File: src/rtl/core/dlfc_pkg.sv
package dlfc_pkg;

    localparam int unsigned DUTY_W  = 8;
    localparam int unsigned TICK_W  = 16;
    localparam int unsigned EV_W    = 4;
    localparam int unsigned IN_W    = 16;
    localparam int unsigned OUT_W   = 32;
    localparam int unsigned ADDR_W  = 4;
    localparam int unsigned CFG_W   = 32;

    localparam logic [DUTY_W-1:0] FULL_DUTY_RST  = 8'd80;
    localparam logic [DUTY_W-1:0] RISE_TICKS_RST = 8'd3;
    localparam logic [DUTY_W-1:0] FALL_TICKS_RST = 8'd6;

    localparam logic [1:0] REG_FULL_DUTY  = 2'd0;
    localparam logic [1:0] REG_RISE_TICKS = 2'd1;
    localparam logic [1:0] REG_FALL_TICKS = 2'd2;

    localparam logic [EV_W-1:0] EV_20_TO_100 = 4'd1;
    localparam logic [EV_W-1:0] EV_20_TO_80  = 4'd2;
    localparam logic [EV_W-1:0] EV_20_TO_40  = 4'd3;
    localparam logic [EV_W-1:0] EV_40_TO_20  = 4'd4;
    localparam logic [EV_W-1:0] EV_40_TO_60  = 4'd5;
    localparam logic [EV_W-1:0] EV_60_TO_20  = 4'd6;
    localparam logic [EV_W-1:0] EV_60_TO_40  = 4'd7;
    localparam logic [EV_W-1:0] EV_60_TO_80  = 4'd8;
    localparam logic [EV_W-1:0] EV_80_TO_20  = 4'd9;
    localparam logic [EV_W-1:0] EV_80_TO_40  = 4'd10;
    localparam logic [EV_W-1:0] EV_80_TO_60  = 4'd11;
    localparam logic [EV_W-1:0] EV_100_TO_20 = 4'd12;

    typedef enum logic [1:0] {
        ST_OFF  = 2'd0,
        ST_ON   = 2'd1,
        ST_RISE = 2'd2,
        ST_FALL = 2'd3
    } t_lamp_st;

    typedef struct packed {
        t_lamp_st st;
        logic     man;
        logic     clr;
        logic     fill;
    } t_door_res;

    typedef struct packed {
        t_lamp_st          st;
        logic              man;
        logic [DUTY_W-1:0] duty;
        logic [DUTY_W-1:0] level;
        logic [TICK_W-1:0] tc;
    } t_ramp_res;

endpackage

File: src/rtl/core/door_lamp_fade_controller.sv
// A result item is registered when its input item is accepted. Throughput: one item
// per cycle unless m_tready stalls a full output register; the lamp state, fade
// level and tick counter update in the same cycle as the accept, so each item sees
// the previous one. Reset: synchronous, active low; lamps off, level and counter
// zero, held duties zero, registers at their defaults, output register empty.
module door_lamp_fade_controller
    import dlfc_pkg::*;
(
    input  logic              i_clk,
    input  logic              i_rst_n,
    input  logic              s_tvalid,
    output logic              s_tready,
    // door_event[3:0], tick[4], lamp_select[5], source_manual[6], new_status[8:7]
    input  logic [IN_W-1:0]   s_tdata,
    // func[0]
    input  logic              s_tuser,
    output logic              m_tvalid,
    input  logic              m_tready,
    // duty_one[7:0], duty_two[15:8], state_one[17:16], state_two[19:18],
    // ramp_level[27:20]
    output logic [OUT_W-1:0]  m_tdata,
    input  logic              psel,
    input  logic              penable,
    input  logic              pwrite,
    input  logic [ADDR_W-1:0] paddr,
    input  logic [CFG_W-1:0]  pwdata,
    output logic [CFG_W-1:0]  prdata,
    output logic              pready
);

    logic [DUTY_W-1:0] r_full;
    logic [DUTY_W-1:0] r_rise;
    logic [DUTY_W-1:0] r_fall;
    t_lamp_st          r_st1, r_st2;
    logic              r_man1, r_man2;
    logic [DUTY_W-1:0] r_level;
    logic [TICK_W-1:0] r_tc;
    logic [DUTY_W-1:0] r_duty1, r_duty2;
    logic              r_m_tvalid;
    logic [OUT_W-1:0]  r_m_tdata;

    t_lamp_st          n_st1, n_st2;
    logic              n_man1, n_man2;
    logic [DUTY_W-1:0] n_level;
    logic [TICK_W-1:0] n_tc;
    logic [DUTY_W-1:0] n_duty1, n_duty2;

    logic              s_accept;
    logic              cfg_wr;
    logic [EV_W-1:0]   ev;
    logic              tick;
    logic              sel;
    logic              src_man;
    t_lamp_st          status;
    logic [TICK_W-1:0] tc_inc;
    logic [DUTY_W-1:0] lvl_d;
    logic [TICK_W-1:0] tc_d;
    t_door_res         d1, d2;
    t_ramp_res         rp1, rp2;

    function automatic t_door_res door_lamp(input logic [EV_W-1:0] e, input t_lamp_st st,
                                            input logic man);
        t_door_res r;
        r.st   = st;
        r.man  = man;
        r.clr  = 1'b0;
        r.fill = 1'b0;
        if (e inside {EV_20_TO_100, EV_20_TO_40, EV_60_TO_40, EV_80_TO_40}) begin
            if (st == ST_OFF) begin
                r.st  = ST_ON;
                r.man = 1'b0;
            end
        end else if (e inside {EV_20_TO_80, EV_60_TO_80}) begin
            if (st == ST_OFF) begin
                r.st  = ST_RISE;
                r.man = 1'b0;
                r.clr = 1'b1;
            end
        end else if (e inside {EV_40_TO_20, EV_80_TO_20, EV_100_TO_20}) begin
            if (st == ST_ON && !man) begin
                r.st = ST_OFF;
            end
        end else if (e == EV_40_TO_60) begin
            if (st == ST_ON && !man) begin
                r.st   = ST_FALL;
                r.fill = 1'b1;
            end
        end else if (e == EV_80_TO_60) begin
            if ((st == ST_ON || st == ST_RISE) && !man) begin
                r.st   = ST_FALL;
                r.fill = 1'b1;
            end
        end
        return r;
    endfunction

    function automatic t_ramp_res ramp_lamp(input t_lamp_st st, input logic man,
                                            input logic [DUTY_W-1:0] duty,
                                            input logic [DUTY_W-1:0] level,
                                            input logic [TICK_W-1:0] tc,
                                            input logic may_step, input logic incl,
                                            input logic [DUTY_W-1:0] full,
                                            input logic [DUTY_W-1:0] rise,
                                            input logic [DUTY_W-1:0] fall);
        t_ramp_res r;
        r.st    = st;
        r.man   = man;
        r.duty  = duty;
        r.level = level;
        r.tc    = tc;
        case (st)
            ST_RISE: begin
                if (may_step && tc > {{(TICK_W-DUTY_W){1'b0}}, rise}) begin
                    if (level != {DUTY_W{1'b1}}) begin
                        r.level = level + {{(DUTY_W-1){1'b0}}, 1'b1};
                    end
                    r.tc = '0;
                end
                if (r.level < full || (incl && r.level == full)) begin
                    r.duty = r.level;
                end else begin
                    r.level = full;
                    r.st    = ST_ON;
                    r.man   = 1'b0;
                end
            end
            ST_FALL: begin
                if (may_step && tc > {{(TICK_W-DUTY_W){1'b0}}, fall}) begin
                    if (level != '0) begin
                        r.level = level - {{(DUTY_W-1){1'b0}}, 1'b1};
                    end
                    r.tc = '0;
                end
                if (r.level != '0) begin
                    r.duty = r.level;
                end else begin
                    r.st  = ST_OFF;
                    r.man = 1'b0;
                end
            end
            ST_ON: begin
                r.duty = full;
            end
            default: begin
                r.duty = '0;
            end
        endcase
        return r;
    endfunction

    assign s_tready = !r_m_tvalid || m_tready;
    assign s_accept = s_tvalid && s_tready;
    assign m_tvalid = r_m_tvalid;
    assign m_tdata  = r_m_tdata;
    assign pready   = 1'b1;
    assign cfg_wr   = psel && penable && pwrite;

    assign ev      = s_tdata[3:0];
    assign tick    = s_tdata[4];
    assign sel     = s_tdata[5];
    assign src_man = s_tdata[6];
    assign status  = t_lamp_st'(s_tdata[8:7]);

    always_comb begin
        case (paddr[3:2])
            REG_FULL_DUTY:  prdata = {{(CFG_W-DUTY_W){1'b0}}, r_full};
            REG_RISE_TICKS: prdata = {{(CFG_W-DUTY_W){1'b0}}, r_rise};
            REG_FALL_TICKS: prdata = {{(CFG_W-DUTY_W){1'b0}}, r_fall};
            default:        prdata = '0;
        endcase
    end

    always_comb begin
        tc_inc = r_tc;
        if (tick && r_tc != {TICK_W{1'b1}}) begin
            tc_inc = r_tc + {{(TICK_W-1){1'b0}}, 1'b1};
        end
        d1    = door_lamp(ev, r_st1, r_man1);
        d2    = door_lamp(ev, r_st2, r_man2);
        lvl_d = r_level;
        tc_d  = tc_inc;
        if (d1.clr || d2.clr) begin
            lvl_d = '0;
            tc_d  = '0;
        end
        if (d1.fill || d2.fill) begin
            lvl_d = r_full;
            tc_d  = '0;
        end
        rp1 = ramp_lamp(d1.st, d1.man, r_duty1, lvl_d, tc_d, 1'b1, 1'b1,
                        r_full, r_rise, r_fall);
        rp2 = ramp_lamp(d2.st, d2.man, r_duty2, rp1.level, rp1.tc, rp1.st != d2.st, 1'b0,
                        r_full, r_rise, r_fall);

        if (s_tuser) begin
            n_st1   = sel ? r_st1 : status;
            n_man1  = sel ? r_man1 : src_man;
            n_st2   = sel ? status : r_st2;
            n_man2  = sel ? src_man : r_man2;
            n_level = r_level;
            n_tc    = tc_inc;
            n_duty1 = r_duty1;
            n_duty2 = r_duty2;
        end else begin
            n_st1   = rp1.st;
            n_man1  = rp1.man;
            n_st2   = rp2.st;
            n_man2  = rp2.man;
            n_level = rp2.level;
            n_tc    = rp2.tc;
            n_duty1 = rp1.duty;
            n_duty2 = rp2.duty;
        end
    end

    always_ff @(posedge i_clk) begin
        if (!i_rst_n) begin
            r_full     <= FULL_DUTY_RST;
            r_rise     <= RISE_TICKS_RST;
            r_fall     <= FALL_TICKS_RST;
            r_st1      <= ST_OFF;
            r_st2      <= ST_OFF;
            r_man1     <= 1'b0;
            r_man2     <= 1'b0;
            r_level    <= '0;
            r_tc       <= '0;
            r_duty1    <= '0;
            r_duty2    <= '0;
            r_m_tvalid <= 1'b0;
        end else begin
            if (cfg_wr) begin
                case (paddr[3:2])
                    REG_FULL_DUTY:  r_full <= pwdata[DUTY_W-1:0];
                    REG_RISE_TICKS: r_rise <= pwdata[DUTY_W-1:0];
                    REG_FALL_TICKS: r_fall <= pwdata[DUTY_W-1:0];
                    default: ;
                endcase
            end
            if (s_accept) begin
                r_st1      <= n_st1;
                r_st2      <= n_st2;
                r_man1     <= n_man1;
                r_man2     <= n_man2;
                r_level    <= n_level;
                r_tc       <= n_tc;
                r_duty1    <= n_duty1;
                r_duty2    <= n_duty2;
                r_m_tvalid <= 1'b1;
            end else if (m_tready) begin
                r_m_tvalid <= 1'b0;
            end
        end
    end

    always_ff @(posedge i_clk) begin
        if (s_accept) begin
            r_m_tdata <= {4'b0000, n_level, n_st2, n_st1, n_duty2, n_duty1};
        end
    end

`ifndef SYNTHESIS
    a_hold_state: assert property (@(posedge i_clk) disable iff (!i_rst_n)
        !s_accept |=> $stable(r_level) && $stable(r_tc) && $stable(r_st1) && $stable(r_st2))
        else $error("lamp state changed without an item");

    a_direct_level: assert property (@(posedge i_clk) disable iff (!i_rst_n)
        s_accept && s_tuser |=> r_level == $past(r_level) && r_duty1 == $past(r_duty1)
            && r_duty2 == $past(r_duty2))
        else $error("direct set changed level or duty");

    a_result_valid: assert property (@(posedge i_clk) disable iff (!i_rst_n)
        s_accept |=> r_m_tvalid && r_m_tdata[27:20] == r_level)
        else $error("result missing or level mismatch");
`endif

endmodule

File: config.mk
export PLATFORM = sky130hd
export DESIGN_NAME = door_lamp_fade_controller
export DESIGN_NICKNAME = d
export VERILOG_FILES = /design/src/rtl/core/dlfc_pkg.sv /design/src/rtl/core/door_lamp_fade_controller.sv
export SDC_FILE = /design/constraint.sdc
export NUM_CORES = 1
export LEC_CHECK = 0
export ABC_CLOCK_PERIOD_IN_PS = 9700
export BUFFER_PORTS_ARGS = -buffer_cell sky130_fd_sc_hd__buf_2
export CAP_MARGIN = 20
export CORE_ASPECT_RATIO = 0.9
export CORE_MARGIN = 2
export CORE_UTILIZATION = 35
export CTS_CLUSTER_DIAMETER = 50
export DETAILED_ROUTE_END_ITERATION = 10
export REMOVE_ABC_BUFFERS = 1
export SLEW_MARGIN = 20
export SYNTH_ARGS = -nofsm -noshare
export SYNTH_HDL_FRONTEND = slang
export SYNTH_SLANG_ARGS = --single-unit
File: constraint.sdc
create_clock -name i_clk -period 9.7 [get_ports i_clk]
set_input_delay 0.485 -clock i_clk [delete_from_list [all_inputs] [get_ports i_clk]]
set_output_delay 0.485 -clock i_clk [all_outputs]
set_load 0.01 [all_outputs]
==> results of run 1 <==
-- registers in the layout, indices dropped and copies added (netlist names), 8 cells and up --
name and cells:
r_fall 8, r_rise 8, r_full 8, r_duty2 8, m_tdata 28, r_level 8
r_duty1 8, r_tc 16
-- metrics by stage --
step                setup WS, ns  std cells
floorplan                  0.248       1146
global placement           0.416       1622
detailed placement         0.351       1622
CTS                        0.299       1638
global route             -0.0189       1639
finish                     0.634       1639
-- power groups by stage --
stage | combinational, mW | sequential [mW] | clock (mW)
after CTS | 0.500 | 0.463 | 0.374
after global routing | 0.564 | 0.465 | 0.390
after floorplan | 0.326 | 0.474 | 0
after detailed placement | 0.498 | 0.472 | 0
after global placement | 0.493 | 0.472 | 0
final | 0.519 | 0.464 | 0.366
-- synthesized netlist by cell type, types with 6 or more instances --
cell type	instances
sky130_fd_sc_hd__mux2_2	8
sky130_fd_sc_hd__nand2b_1	14
sky130_fd_sc_hd__mux2i_1	43
sky130_fd_sc_hd__nor2_1	114
sky130_fd_sc_hd__nand4_1	28
sky130_fd_sc_hd__a211oi_1	17
sky130_fd_sc_hd__ha_1	60
sky130_fd_sc_hd__a22oi_1	6
sky130_fd_sc_hd__and2_1	6
sky130_fd_sc_hd__a221oi_1	6
sky130_fd_sc_hd__a21oi_1	72
sky130_fd_sc_hd__xor2_1	16
sky130_fd_sc_hd__a31oi_1	16
sky130_fd_sc_hd__xnor2_1	19
sky130_fd_sc_hd__dfxtp_1	71
sky130_fd_sc_hd__a21boi_0	7
sky130_fd_sc_hd__o211ai_1	17
sky130_fd_sc_hd__o21ai_0	84
sky130_fd_sc_hd__nor4_1	6
sky130_fd_sc_hd__a21o_1	11
sky130_fd_sc_hd__edfxtp_1	28
sky130_fd_sc_hd__nor2b_1	27
sky130_fd_sc_hd__nor3_1	18
sky130_fd_sc_hd__inv_1	50
sky130_fd_sc_hd__o31ai_1	8
sky130_fd_sc_hd__o21ai_1	7
sky130_fd_sc_hd__clkbuf_1	35
sky130_fd_sc_hd__nand2_1	114
sky130_fd_sc_hd__nand3_1	41
sky130_fd_sc_hd__buf_6	12
sky130_fd_sc_hd__o21a_1	13
sky130_fd_sc_hd__buf_4	38
sky130_fd_sc_hd__o22ai_1	9
sky130_fd_sc_hd__a22o_1	11
sky130_fd_sc_hd__and3_1	13
sky130_fd_sc_hd__buf_2	15
-- how the worst max path moves through the flow --
stage	startpoint	to	slack [ns]
finish	r_tc[1]$_SDFFE_PN0P_	m_tdata[23]$_DFFE_PP_	0.63
global route	r_tc[1]$_SDFFE_PN0P_	m_tdata[27]$_DFFE_PP_	-0.02
CTS	r_tc[14]$_SDFFE_PN0P_	m_tdata[13]$_DFFE_PP_	0.30
detailed placement	r_tc[14]$_SDFFE_PN0P_	m_tdata[13]$_DFFE_PP_	0.35
global placement	r_tc[14]$_SDFFE_PN0P_	m_tdata[22]$_DFFE_PP_	0.42
floorplan	r_tc[0]$_SDFFE_PN0P_	m_tdata[13]$_DFFE_PP_	0.25
-- final cells by class --
type,count,area (um2),share of cell area
clock buffers,12,258,0.0238
clock inverters,4,31.3,0.00289
inverters,50,188,0.0173
multi-input cells,997,6910,0.638
flip-flops and latches,99,2270,0.210
well taps,360,450,0.0416
repair buffers,117,718,0.0663
-- critical path, delay by kind of cell (launching register included) --
| family | cells | cell delay (ns) |
|---|---|---|
| fa+ha+maj | 4 | 1.11 |
| buf+inv | 4 | 0.47 |
| compound gates | 12 | 2.46 |
| simple gates | 22 | 3.21 |
| mux | 2 | 0.73 |
| flops | 1 | 0.41 |
| xor+xnor | 2 | 0.41 |
-- timing repair --
item,4_1_cts,5_1_grt
endpoints found under the setup margin,0,37
buffers inserted,0,1
hold buffers,0,0
resized for setup,0,26
-- cell families (layout without fill, tap and decap cells) --
family,count (synthesis),after routing,synth area share
simple gates,442,442,0.237
buf+inv,158,183,0.0893
mux,52,52,0.0542
compound gates,377,377,0.279
fa+ha+maj,61,61,0.0770
other cells,2,29,0.000761
xor+xnor,36,36,0.0338
flops,99,99,0.229
-- layout by cell type (no fill, tap or decap), types with 15 or more instances in the layout --
| cell type | n |
|---|---|
| sky130_fd_sc_hd__conb_1 | 29 |
| sky130_fd_sc_hd__ha_1 | 60 |
| sky130_fd_sc_hd__dfxtp_1 | 64 |
| sky130_fd_sc_hd__nor3_1 | 18 |
| sky130_fd_sc_hd__xor2_1 | 15 |
| sky130_fd_sc_hd__buf_4 | 53 |
| sky130_fd_sc_hd__nand3_1 | 41 |
| sky130_fd_sc_hd__nand4_1 | 28 |
| sky130_fd_sc_hd__nor2_1 | 112 |
| sky130_fd_sc_hd__a211oi_1 | 16 |
| sky130_fd_sc_hd__edfxtp_1 | 28 |
| sky130_fd_sc_hd__o211ai_1 | 17 |
| sky130_fd_sc_hd__a21oi_1 | 72 |
| sky130_fd_sc_hd__xnor2_1 | 19 |
| sky130_fd_sc_hd__inv_1 | 49 |
| sky130_fd_sc_hd__mux2i_1 | 43 |
| sky130_fd_sc_hd__buf_2 | 64 |
| sky130_fd_sc_hd__o21ai_0 | 83 |
| sky130_fd_sc_hd__nor2b_1 | 27 |
| sky130_fd_sc_hd__nand2_1 | 112 |
-- metal layers --
metal,GRT usage,vias up,routed length (um)
li1,-,4591,-
met2,0.320,424,13500
met1,0.304,4589,14900
met3,0.0348,69,2580
met5,0,-,0
met4,0.0813,0,983
==> flow_summary.json, run 1 <==
{
  "drt-wirelength-per-cell_um": 19.5,
  "ys_async_sr_fraction": 0,
  "cts-buffers-inserted": 9,
  "rows": 58,
  "cts-root-to-sink-buffers": 2,
  "post_layout_net_count": 1394,
  "static-leakage-power_nw": 4.35,
  "post_dp_cell_area_um2": 10500,
  "synthesis.instances": 1227,
  "number_of_enable_type_register_cells_in_the_synthesized_netlist": 28,
  "synth_area_leaders": "sky130_fd_sc_hd__dfxtp_1 (14%), sky130_fd_sc_hd__edfxtp_1 (8.5%), sky130_fd_sc_hd__ha_1 (7.6%)",
  "clock_sink_count": 99,
  "area_growth_from_synthesis_to_final_layout_pct": 9.66,
  "synth_seq_area_share": 0.229,
  "initial_antenna_violation_count": 1,
  "critical-path-max-stage-delay_ns": 0.43,
  "min_path_cells": 3,
  "globalRouteOverflowTotal": 0,
  "detail_route.drc_violations": 0,
  "detail_route.wirelength_mm": 31.9,
  "finalInstanceArea_um2": 10800,
  "worst_setup_hold_path_clk_slew_ns": 0.08,
  "avgViaCountPerCell": 5.90,
  "internal-power_mw": 0.829,
  "core_area_um2": 27900,
  "detailedRoute.firstIterationViolations": 971,
  "power.switching_fraction": 0.385,
  "pwr_density_nw_per_um2": 125,
  "number_of_global_route_vias_before_repair": 8765,
  "pwr-share-seq": 0.344,
  "worst-setup-path-type": "reg2reg",
  "maxCapViolations": 0,
  "fp.dieW_um": 181,
  "p_switching_mw": 0.519,
  "grt_util_all_layers": 0.213,
  "max_freq_ghz": 0.110,
  "gpl.final_weighted_congestion": 0.983,
  "synth_top_area_share": 0.144,
  "dpl.hpwl_mm": 24.0,
  "post-layout-total-power_mw": 1.35,
  "die_y_um": 163,
  "yosysWarnings": 0,
  "share_of_layout_cells_above_drive_strength_1": 0.181,
  "combPwrFrac": 0.385,
  "finish.utilization": 0.389,
  "clock_tree.htree_level_count": 3,
  "status": "completed",
  "die_area_um2": 29600,
  "critPathCaptureType": "flop",
  "tightest_pin_transition_ns": 1.10,
  "finalSetupTns_ns": 0,
  "grt_start_max_net_pins": 61,
  "synth.distinct_cells": 131,
  "worst_reg2reg_path_startpoint": "r_tc[1]$_SDFFE_PN0P_",
  "hold_start": "s_tvalid",
  "arrival_ns": 9.16,
  "netlist_area_um2": 9870,
  "initial_utilization": 0.354,
  "hold_path_end": "m_tvalid$_SDFFE_PN0P_",
  "final-max-slew-violation-count": 0,
  "drt-pass1-iter-count": 8,
  "grt_pass1_wl_mm": 49.6,
  "hold_class": "in2reg",
  "postRouteAntennaNets": 0,
  "final.period_utilization": 0.935,
  "setup_skew_ns": 0.0144,
  "r2r.worst_path.cells": 46,
  "crit_path_launch_type": "flop",
  "fillerInstances": 2899,
  "timing.final.setup_violations": 0,
  "clock-root-buffer": "sky130_fd_sc_hd__clkbuf_16",
  "port-buffer-count": 64,
  "worst_skew_pair.late_latency_ns": 0.36,
  "cts_tree": "built",
  "report.final.hold_viol_count": 0,
  "synth_top_area_cell": "sky130_fd_sc_hd__dfxtp_1",
  "slowest_cell_on_the_critical_path": "sky130_fd_sc_hd__mux2_2",
  "path_common_cell": "sky130_fd_sc_hd__nor2_1",
  "avgSynthCellArea_um2": 8.05,
  "ir_worst_vdd_mv": 0.0896,
  "count_of_pins_on_the_block_boundary": 127,
  "crit_fanout": 13,
  "timing.slew.headroom": 0.267,
  "critical_path_rt_ns": 9.80,
  "clockPowerShare": 0.272,
  "dr_total_vias": 9673,
  "timing.final.crit_period_ns": 9.07,
  "final.hold.worst_slack_ns": 0.372,
  "antennaDiodeCount": 0,
  "synth-main-ff-cell": "sky130_fd_sc_hd__dfxtp_1",
  "ys_ff_latch": 99,
  "reg2reg_to": "m_tdata[23]$_DFFE_PP_",
  "minimum_setup_slack_among_reg_to_reg_paths_ns": 0.63
}
Power figures use the tool's default switching activity.
==> run 2, diff against run 1 <==
- CORE_UTILIZATION: 35 -> 30
==> run 2 against run 1 <==
  * Non-clock buffer count up 4
  * Register-to-register slack worse by 0.04 ns
  * Final cell count up 4.0%
  * Largest cell class unchanged
  * Sequential share of layout area down 0.25 points
  * Critical path type unchanged
  * First-iteration DRC count down 6.4%
  * Worst setup slack worse by 0.038 ns
==> flow_summary.json, run 2 (synthesis results as in run 1) <==
{
  "initial_utilization": 0.302,
  "dr_total_vias": 9689,
  "critical_path_rt_ns": 9.80,
  "status": "completed",
  "timing.final.crit_period_ns": 9.10,
  "setup_skew_ns": 0.0151,
  "finalInstanceArea_um2": 10900,
  "finalSetupTns_ns": 0,
  "drt-wirelength-per-cell_um": 18.9,
  "hold_class": "in2reg",
  "detail_route.drc_violations": 0,
  "rows": 63,
  "layout.cells.most_common": "sky130_fd_sc_hd__nand2_1",
  "critical_path_buf_inv_count": 6,
  "cts-root-to-sink-buffers": 2,
  "slowest_cell_on_the_critical_path": "sky130_fd_sc_hd__dfxtp_1",
  "detailedRoute.firstIterationViolations": 909,
  "crit_path_launch_type": "flop",
  "antennaDiodeCount": 0,
  "clock-root-buffer": "sky130_fd_sc_hd__clkbuf_16",
  "maxCapViolations": 0,
  "timing.slew.headroom": 0.412,
  "post-layout-total-power_mw": 1.37,
  "post_dp_cell_area_um2": 10500,
  "avgViaCountPerCell": 5.68,
  "critPathCaptureType": "flop",
  "port-buffer-count": 64,
  "path_common_cell": "sky130_fd_sc_hd__nor2_1",
  "clock_sink_count": 99,
  "cts_tree": "built",
  "arrival_ns": 9.20,
  "grt_pass1_wl_mm": 49.8,
  "pwr_density_nw_per_um2": 125,
  "worst_skew_pair.late_latency_ns": 0.37,
  "timing.final.setup_violations": 0,
  "grt_start_max_net_pins": 61,
  "dpl.hpwl_mm": 24.2,
  "crit_fanout": 11,
  "static-leakage-power_nw": 4.38,
  "rsz_0062_raised_after_global_routing": "yes",
  "area_growth_from_synthesis_to_final_layout_pct": 10.8,
  "detail_route.wirelength_mm": 32.2,
  "globalRouteOverflowTotal": 0,
  "post_layout_net_count": 1398,
  "critical-path-max-stage-delay_ns": 0.54,
  "worst_setup_hold_path_clk_slew_ns": 0.08,
  "final-max-slew-violation-count": 0,
  "core_area_um2": 32700,
  "die_area_um2": 34400,
  "count_of_pins_on_the_block_boundary": 127,
  "fillerInstances": 3414,
  "ir_worst_vdd_mv": 0.0781,
  "cts_hold_buffers": 0,
  "number_of_global_route_vias_before_repair": 8815,
  "worst-setup-path-type": "reg2reg",
  "max_freq_ghz": 0.110,
  "initial_antenna_violation_count": 0,
  "fp.dieW_um": 195,
  "layout.cells.most_common_list": "sky130_fd_sc_hd__nand2_1 (114), sky130_fd_sc_hd__nor2_1 (112), sky130_fd_sc_hd__o21ai_0 (83)",
  "tightest_pin_transition_ns": 0.869,
  "share_of_layout_cells_above_drive_strength_1": 0.179,
  "gpl.final_weighted_congestion": 0.955,
  "final.period_utilization": 0.939,
  "cpLargestDelayFamily": "simple AND/OR/NAND/NOR gates",
  "largest_reg_flops": 28,
  "report.final.hold_viol_count": 0,
  "grt_util_all_layers": 0.182,
  "drt-pass1-iter-count": 6,
  "postRouteAntennaNets": 0,
  "cts-buffers-inserted": 9,
  "die_y_um": 176,
  "clock_tree.htree_level_count": 3
}
==> run 2: timing repair <==
item	in CTS	in global routing
setup endpoints to repair	0	35
setup buffers	0	4
resized for setup	0	15
==> run 2: worst paths after layout <==
check / start / endpoint / slack [ns] / cells after the start
setup reg to reg: r_tc[15]$_SDFFE_PN0P_ / m_tdata[11]$_DFFE_PP_ / 0.60 / 45
hold / removal: pwdata[0] / r_rise[0]$_SDFFE_PN1P_ / 0.37 / 3
hold reg to reg: r_duty2[3]$_SDFFE_PN0P_ / r_duty2[3]$_SDFFE_PN0P_ / 0.46 / 2
setup / recovery: r_tc[15]$_SDFFE_PN0P_ / m_tdata[11]$_DFFE_PP_ / 0.60 / 45
==> run 2: metal layers <==
layer | global-route usage | share of wire
met5 | 0 | 0
met3 | 0.0340 | 0.085
met1 | 0.258 | 0.46
met4 | 0.0706 | 0.035
met2 | 0.273 | 0.42
==> run 2: cell type report <==
type	count	area, um2	area share
Clock inverter	7	73.8	0.00675
Sequential cell	99	2270	0.207
Clock buffer	9	225	0.0206
Timing Repair Buffer	121	761	0.0695
Multi-Input combinational cell	997	6900	0.630
Inverter	50	188	0.0172
Tap cell	422	528	0.0483
==> run 2: where the power goes <==
| part | internal (mW) | switching, mW | leakage [nW] |
|---|---|---|---|
| Clock | 0.184 | 0.198 | 0.148 |
| Combinational | 0.192 | 0.328 | 3.37 |
| Sequential | 0.447 | 0.0169 | 0.860 |
==> run 2: through the flow <==
| step | std cells | setup slack (ns) | utilization | hold WS (ns) |
|---|---|---|---|---|
| 6_report | 1705 | 0.596 | 0.334 | 0.368 |
| 5_1_grt | 1705 | -0.0382 | 0.334 | 0.387 |
| 3_3_place_gp | 1685 | 0.351 | 0.322 | 0.449 |
| 4_1_cts | 1701 | 0.260 | 0.331 | 0.359 |
| 2_1_floorplan | 1146 | 0.248 | - | 0.435 |
| 3_5_place_dp | 1685 | 0.305 | 0.322 | 0.455 |
==> run 2: worst reg2reg max path, delay by kind of cell, from the launching register on <==
family | cells | cell delay (ns)
AND/OR/NAND/NOR | 20 | 3.26
AO/OA/AOI/OAI | 12 | 2.14
adder cells (fa/ha/maj) | 3 | 0.88
buffers and inverters | 6 | 0.84
multiplexers | 2 | 0.74
flip-flops | 1 | 0.54
XOR/XNOR | 2 | 0.44
